--- src/hdl/flvhp_pkg.sv ---
`default_nettype none

package flvhp_pkg;

  localparam logic [23:0] FlvSignature  = 24'h464C56;
  localparam logic [7:0]  FlvVersion    = 8'd1;
  localparam logic [31:0] FlvHdrOffset  = 32'd9;
  localparam logic [7:0]  TagTypeVideo  = 8'd9;

  localparam logic [3:0]  HdrIdxSigLast = 4'd2;
  localparam logic [3:0]  HdrIdxVersion = 4'd3;
  localparam logic [3:0]  HdrIdxFlags   = 4'd4;
  localparam logic [3:0]  HdrIdxLast    = 4'd8;

  localparam logic [3:0]  TagIdxType    = 4'd4;
  localparam logic [3:0]  TagIdxSize0   = 4'd5;
  localparam logic [3:0]  TagIdxSize2   = 4'd7;
  localparam logic [3:0]  TagIdxTime0   = 4'd8;
  localparam logic [3:0]  TagIdxTime2   = 4'd10;
  localparam logic [3:0]  TagIdxTimeExt = 4'd11;
  localparam logic [3:0]  TagIdxStream0 = 4'd12;
  localparam logic [3:0]  TagIdxLast    = 4'd14;

  typedef enum logic [1:0] {
    PH_FILE_HDR = 2'd0,
    PH_TAG_HDR  = 2'd1,
    PH_VID_BYTE = 2'd2,
    PH_SKIP     = 2'd3
  } phase_e;

  typedef enum logic [1:0] {
    FLT_NONE    = 2'd0,
    FLT_SIG     = 2'd1,
    FLT_VERSION = 2'd2,
    FLT_OFFSET  = 2'd3
  } fault_e;

  typedef enum logic {
    RES_FILE_HDR = 1'b0,
    RES_TAG      = 1'b1
  } res_kind_e;

  typedef struct packed {
    res_kind_e   result_kind;
    fault_e      header_status;
    logic        has_audio;
    logic        has_video;
    logic [7:0]  tag_kind;
    logic [23:0] payload_size;
    logic [23:0] time_low;
    logic [7:0]  time_high;
    logic        stream_nonzero;
    logic [3:0]  frame_kind;
    logic [3:0]  codec_kind;
    logic        codec_valid;
  } result_t;

endpackage

`default_nettype wire

--- src/hdl/flvhp_parser.sv ---
`default_nettype none

module flvhp_parser (
  input  wire logic              clk_i,
  input  wire logic              rst_ni,
  input  wire logic              step_i,
  input  wire logic [7:0]        byte_i,
  output logic                   res_valid_o,
  output flvhp_pkg::result_t     res_o
);
  import flvhp_pkg::*;

  phase_e      phase_q, phase_d;
  logic [3:0]  idx_q, idx_d;
  logic [23:0] shift_q, shift_d;
  fault_e      fault_q, fault_d;
  logic [1:0]  media_q, media_d;
  logic [7:0]  kind_q, kind_d;
  logic [23:0] size_q, size_d;
  logic [23:0] time_q, time_d;
  logic [7:0]  time_hi_q, time_hi_d;
  logic        stream_bad_q, stream_bad_d;
  logic [23:0] left_q, left_d;

  logic [23:0] sig_word;
  logic [31:0] ofs_word;
  logic [23:0] left_dec;

  assign sig_word = {shift_q[15:0], byte_i};
  assign ofs_word = {shift_q, byte_i};
  assign left_dec = left_q - 24'd1;

  always_comb begin
    phase_d      = phase_q;
    idx_d        = idx_q;
    shift_d      = shift_q;
    fault_d      = fault_q;
    media_d      = media_q;
    kind_d       = kind_q;
    size_d       = size_q;
    time_d       = time_q;
    time_hi_d    = time_hi_q;
    stream_bad_d = stream_bad_q;
    left_d       = left_q;
    res_valid_o  = 1'b0;
    res_o        = '0;

    unique case (phase_q)
      PH_FILE_HDR: begin
        shift_d = sig_word;
        idx_d   = idx_q + 4'd1;
        if (idx_q == HdrIdxSigLast) begin
          if (sig_word != FlvSignature && fault_q == FLT_NONE) fault_d = FLT_SIG;
          shift_d = '0;
        end else if (idx_q == HdrIdxVersion) begin
          if (byte_i != FlvVersion && fault_q == FLT_NONE) fault_d = FLT_VERSION;
          shift_d = '0;
        end else if (idx_q == HdrIdxFlags) begin
          media_d = {byte_i[2], byte_i[0]};
          shift_d = '0;
        end else if (idx_q >= HdrIdxLast) begin
          if (ofs_word != FlvHdrOffset && fault_q == FLT_NONE) fault_d = FLT_OFFSET;
          res_valid_o         = 1'b1;
          res_o.result_kind   = RES_FILE_HDR;
          res_o.header_status = fault_d;
          res_o.has_audio     = media_q[1];
          res_o.has_video     = media_q[0];
          shift_d = '0;
          idx_d   = '0;
          phase_d = PH_TAG_HDR;
        end
      end
      PH_TAG_HDR: begin
        idx_d = idx_q + 4'd1;
        if (idx_q == TagIdxType) begin
          kind_d       = byte_i;
          stream_bad_d = 1'b0;
        end else if (idx_q >= TagIdxSize0 && idx_q <= TagIdxSize2) begin
          size_d = {size_q[15:0], byte_i};
        end else if (idx_q >= TagIdxTime0 && idx_q <= TagIdxTime2) begin
          time_d = {time_q[15:0], byte_i};
        end else if (idx_q == TagIdxTimeExt) begin
          time_hi_d = byte_i;
        end else if (idx_q >= TagIdxStream0) begin
          if (byte_i != 8'd0) stream_bad_d = 1'b1;
          if (idx_q >= TagIdxLast) begin
            idx_d  = '0;
            left_d = size_q;
            if (kind_q == TagTypeVideo && size_q != '0) begin
              phase_d = PH_VID_BYTE;
            end else begin
              res_valid_o          = 1'b1;
              res_o.result_kind    = RES_TAG;
              res_o.tag_kind       = kind_q;
              res_o.payload_size   = size_q;
              res_o.time_low       = time_q;
              res_o.time_high      = time_hi_q;
              res_o.stream_nonzero = stream_bad_d;
              phase_d = (size_q != '0) ? PH_SKIP : PH_TAG_HDR;
            end
          end
        end
      end
      PH_VID_BYTE: begin
        res_valid_o          = 1'b1;
        res_o.result_kind    = RES_TAG;
        res_o.tag_kind       = kind_q;
        res_o.payload_size   = size_q;
        res_o.time_low       = time_q;
        res_o.time_high      = time_hi_q;
        res_o.stream_nonzero = stream_bad_q;
        res_o.frame_kind     = byte_i[7:4];
        res_o.codec_kind     = byte_i[3:0];
        res_o.codec_valid    = 1'b1;
        left_d  = left_dec;
        phase_d = (left_dec == '0) ? PH_TAG_HDR : PH_SKIP;
      end
      PH_SKIP: begin
        left_d  = left_dec;
        phase_d = (left_dec == '0) ? PH_TAG_HDR : PH_SKIP;
      end
      default: begin
        phase_d = PH_TAG_HDR;
        idx_d   = '0;
      end
    endcase
  end

  always_ff @(posedge clk_i or negedge rst_ni) begin
    if (!rst_ni) begin
      phase_q      <= PH_FILE_HDR;
      idx_q        <= '0;
      shift_q      <= '0;
      fault_q      <= FLT_NONE;
      media_q      <= '0;
      kind_q       <= '0;
      size_q       <= '0;
      time_q       <= '0;
      time_hi_q    <= '0;
      stream_bad_q <= 1'b0;
      left_q       <= '0;
    end else if (step_i) begin
      phase_q      <= phase_d;
      idx_q        <= idx_d;
      shift_q      <= shift_d;
      fault_q      <= fault_d;
      media_q      <= media_d;
      kind_q       <= kind_d;
      size_q       <= size_d;
      time_q       <= time_d;
      time_hi_q    <= time_hi_d;
      stream_bad_q <= stream_bad_d;
      left_q       <= left_d;
    end
  end

endmodule

`default_nettype wire

--- src/hdl/flv_stream_header_parser_core.sv ---
// A word accepted into the input register moves on, with its result if it makes one,
// into the result register once that register is free or being read.
// Throughput: one input word per cycle unless the receiver stalls, set by the
// single parse step between the input register and the result register.
// Reset (rst_ni, async, active low) returns the parser to the file header and
// empties both registers.
`default_nettype none

module flv_stream_header_parser_core (
  input  wire logic        clk_i,
  input  wire logic        rst_ni,
  input  wire logic        in_valid_i,
  output logic             in_ready_o,
  input  wire logic [7:0]  in_byte_i,
  output logic             out_valid_o,
  input  wire logic        out_ready_i,
  output logic             result_kind_o,
  output logic [1:0]       header_status_o,
  output logic             has_audio_o,
  output logic             has_video_o,
  output logic [7:0]       tag_kind_o,
  output logic [23:0]      payload_size_o,
  output logic [23:0]      time_low_o,
  output logic [7:0]       time_high_o,
  output logic             stream_nonzero_o,
  output logic [3:0]       frame_kind_o,
  output logic [3:0]       codec_kind_o,
  output logic             codec_valid_o
);
  import flvhp_pkg::*;

  logic        in_valid_q;
  logic [7:0]  in_byte_q;
  logic        out_valid_q;
  result_t     out_q;
  logic        advance;
  logic        res_valid;
  result_t     res;

  assign advance    = in_valid_q && (!out_valid_q || out_ready_i);
  assign in_ready_o = !in_valid_q || advance;

  always_ff @(posedge clk_i or negedge rst_ni) begin
    if (!rst_ni) begin
      in_valid_q <= 1'b0;
    end else if (in_ready_o) begin
      in_valid_q <= in_valid_i;
    end
  end

  always_ff @(posedge clk_i) begin
    if (in_valid_i && in_ready_o) begin
      in_byte_q <= in_byte_i;
    end
  end

  flvhp_parser u_parser (
    .clk_i       (clk_i),
    .rst_ni      (rst_ni),
    .step_i      (advance),
    .byte_i      (in_byte_q),
    .res_valid_o (res_valid),
    .res_o       (res)
  );

  always_ff @(posedge clk_i or negedge rst_ni) begin
    if (!rst_ni) begin
      out_valid_q <= 1'b0;
    end else if (advance && res_valid) begin
      out_valid_q <= 1'b1;
    end else if (out_ready_i) begin
      out_valid_q <= 1'b0;
    end
  end

  always_ff @(posedge clk_i) begin
    if (advance && res_valid) begin
      out_q <= res;
    end
  end

  assign out_valid_o      = out_valid_q;
  assign result_kind_o    = out_q.result_kind;
  assign header_status_o  = out_q.header_status;
  assign has_audio_o      = out_q.has_audio;
  assign has_video_o      = out_q.has_video;
  assign tag_kind_o       = out_q.tag_kind;
  assign payload_size_o   = out_q.payload_size;
  assign time_low_o       = out_q.time_low;
  assign time_high_o      = out_q.time_high;
  assign stream_nonzero_o = out_q.stream_nonzero;
  assign frame_kind_o     = out_q.frame_kind;
  assign codec_kind_o     = out_q.codec_kind;
  assign codec_valid_o    = out_q.codec_valid;

endmodule

`default_nettype wire

--- config.mk ---
export PLATFORM = sky130hd
export DESIGN_NAME = flv_stream_header_parser_core
export DESIGN_NICKNAME = d
export VERILOG_FILES = /design/src/hdl/flvhp_pkg.sv /design/src/hdl/flvhp_parser.sv /design/src/hdl/flv_stream_header_parser_core.sv
export SDC_FILE = /design/constraint.sdc
export NUM_CORES = 1
export LEC_CHECK = 0
export ABC_AREA = 1
export BUFFER_PORTS_ARGS = -buffer_cell sky130_fd_sc_hd__buf_2
export CORE_MARGIN = 5
export CORE_UTILIZATION = 50
export CTS_BUF_LIST = sky130_fd_sc_hd__clkbuf_16
export DETAILED_ROUTE_END_ITERATION = 10
export PLACE_DENSITY = 0.79
export SETUP_SLACK_MARGIN = 0.02
export SYNTH_ARGS = -nofsm -noshare
export SYNTH_HDL_FRONTEND = slang
export SYNTH_SLANG_ARGS = --single-unit
--- constraint.sdc ---
create_clock -name clk_i -period 7 [get_ports clk_i]
set_clock_uncertainty 0.15 [all_clocks]
set_input_delay 0.35 -clock clk_i [delete_from_list [all_inputs] [get_ports clk_i]]
set_output_delay 0.35 -clock clk_i [all_outputs]
set_load 0.05 [all_outputs]
==> reports/results.ini <==
[critical_path]
arrival_ps = 3200
crit_chain = inv_1 -> ha_1 -> inv_1 -> nor2_1 -> clkinv_1 -> nor2_1 -> o21ai_0
timing.setup.critical_path_class = reg2reg
cpPeakStageDelay_ps = 650
worstSetupEndpointType = flip-flop
crit_required_ps = 7220
path_max_fanout = 17
startpoint_type = flip-flop
cp_slowest_cell = clkinv_1

[global_routing]
globalRouteTotalUtil_pct = 20.5
grt_pass1_wl_mm = 36.7
grt_overflow = 0
first_global_vias = 7088
antenna_found_initial = 0
grt_max_degree = 74

[clock_tree]
htree_levels = 1
cts_resized = 0
clk_pin_slew_ps = 60
clk_path_buf_depth = 3
cts_hold_buf = 10
post-cts-setup-buffers = 0
clk_latency_ps = 500
cts.sinks = 212
cts_buffers = 22
cts-root-buf = clkbuf_16
tritoncts = done

[place]
dp_cells = 1316
io_buffer_count = 92
hpwl_mm = 14.8
place_congestion = 0.908

[sta]
rsz0062_at_grt = false
max-slew-margin-rel_pct = 30.0
hold_violations = 0
post-route-period-util_pct = 42.6
setup_viol = 0
fin_crit_ps = 2980
final.setup.tns_ps = 0
maxClockFrequency_mhz = 335
worstMarginPinSlew_ps = 1050
slew_viol_final = 0

[cells_and_area]
fin_nets = 1137
antenna_cells = 0
drive_gt1_share_pct = 15.0
area_growth_pct = 14.5
stdcell_count = 1366

[floorplanning]
core-area_sq_mm = 0.0188
start_util_pct = 50.8
die-area_sq_mm = 0.0219
rows = 50
io_pins = 93
dieHeight_um = 148
die_w_um = 148

[synthesis]
synth_edf_count = 87
ys_ff_latch = 212
syn-num-nets = 1045
ys_warn_count = 0
synth_commonest_cells = nand2_1 (195), inv_1 (142), dfrtp_1 (125)
synthFlopType = dfrtp_1
async_flop_share_pct = 59.0
yosys.area.top_type = dfrtp_1
synth_most_common_cell = nand2_1
syn-cell-area_sq_mm = 0.00953
ys_seq_area_share_pct = 60.2
synth_cell_types = 37
synth_top_area_share_pct = 32.8
yosys-top-cells-area = dfrtp_1 (33%), edfxtp_1 (27%), nand2_1 (7.7%)
syn_area_per_cell_sq_um = 9.31
syn_inst = 1024

[drt]
postRouteAntennaNets = 0
drcViolationCount = 0
first_pass_iters = 6
drt_iter0_drc = 766
wl_per_cell_um = 16.5
via_per_inst = 5.43
vias = 7415
drt-total-wl_mm = 22.6

[pwr]
power_mw = 4.66
max-vdd-ir-drop_uv = 237
leakage_nw = 4.89
power_density_mw_per_mm2 = 427

[run_status]
status = finished, final reports clean

[job]
drv_cap = 0

[hold_path]
hold_class = in2reg

## per-layer routing
metal,track usage [%],part of all wire (%),wire [um],vias up
li1,-,-,-,3532
met1,28.4,42,9420,3549
met2,34.3,49,11100,296
met3,3.05,6.9,1560,38
met4,5.36,2.3,530,0
met5,0,0,0,-
## metrics by stage
| step | worst slack, ps | cell area, sq um | hold slack, ps | util (%) |
|---|---|---|---|---|
| 3_5_place_dp | 4040 | 10100 | 316 | 53.9 |
| 6_report | 4020 | 10900 | 7.41 | 58.2 |
| 3_3_place_gp | 4180 | 10100 | 312 | 53.9 |
| 2_1_floorplan | 3680 | 9530 | -95.6 | - |
| 5_1_grt | 3620 | 10900 | 67.9 | 58.2 |
| 4_1_cts | 4020 | 10900 | 3.13 | 58.2 |
## layout by cell type, fill, tap and decap left out, drive strengths merged
cell,netlist,final
clkinv,1,8
nand2,198,198
dlygate4sd3,0,10
nor3,4,4
nor4,12,12
a21o,1,1
o22ai,13,13
bufinv,0,2
clkinvlp,0,2
xnor2,1,1
ha,9,9
a21boi,1,1
buf,24,100
clkbuf,18,23
o21ai,115,115
o211ai,5,5
xor2,2,2
a21oi,36,36
dfrtp,125,125
o21a,1,1
o31ai,2,2
inv,150,156
nand4,22,22
edfxtp,87,87
nor2,134,134
nand3,61,61
a22oi,2,2
## layout make-up
type                            count  area (sq um)
Fill cell                        1554          7850
Inverter                          151           568
Sequential cell                   212          5740
Timing Repair Buffer              110           623
Clock buffer                       23           576
Multi-Input combinational cell    619          2990
Tap cell                          234           293
Clock inverter                     17           133
## flip-flops by register name, indices dropped and copies added (netlist names), 8 cells and up
| signal | cells |
|---|---|
| in_byte_q | 8 |
| payload_size_o | 24 |
| tag_kind_o | 8 |
| time_high_o | 8 |
| time_low_o | 24 |
| u_parser.kind_q | 8 |
| u_parser.left_q | 24 |
| u_parser.shift_q | 24 |
| u_parser.size_q | 24 |
| u_parser.time_hi_q | 8 |
| u_parser.time_q | 24 |
## worst paths after layout
kind                       cells past startpoint  slack (ps)                               to                       startpoint
max                                            7        4020  u_parser.media_q[1]$_DFFE_PN0P_  u_parser.phase_q[1]$_DFFE_PN0P_
min                                            4           7           in_valid_q$_DFFE_PN0N_                      out_ready_i
max reg2reg                                    7        4020  u_parser.media_q[1]$_DFFE_PN0P_  u_parser.phase_q[1]$_DFFE_PN0P_
min reg2reg                                    2         330  u_parser.size_q[20]$_DFFE_PN0P_  u_parser.size_q[12]$_DFFE_PN0P_
max in group asynchronous                      3        5010   u_parser.left_q[3]$_DFFE_PN0P_                           rst_ni
min in group asynchronous                      2         320  u_parser.time_q[19]$_DFFE_PN0P_                           rst_ni
## kinds of logic (layout without fill, tap and decap cells)
group / count (synthesis) / after routing / synth area share (%)
and+or+nand+nor: 431 / 431 / 19.7
DFF: 212 / 212 / 60.2
buffers and inverters: 193 / 301 / 8.68
AOI/OAI and AO/OA: 176 / 176 / 9.96
adders and majority gates: 9 / 9 / 1.18
xor gates and xnor gates: 3 / 3 / 0.276
## worst max-delay path: cells and delay by family (launching register included)
family                   cells  cell delay (ps)
adder cells (fa/ha/maj)      1              310
flip-flops                   1              410
AND/OR/NAND/NOR              2             1000
buffers and inverters        3              840
AO/OA/AOI/OAI                1              130
## power breakdown
| part | switching [mW] | internal [mW] | total [mW] |
|---|---|---|---|
| Clock | 0.474 | 0.668 | 1.14 |
| Combinational | 1.13 | 0.427 | 1.55 |
| Sequential | 0.264 | 1.70 | 1.96 |
| Total | 1.86 | 2.80 | 4.66 |
No activity file was read; power rests on OpenSTA's default activity.
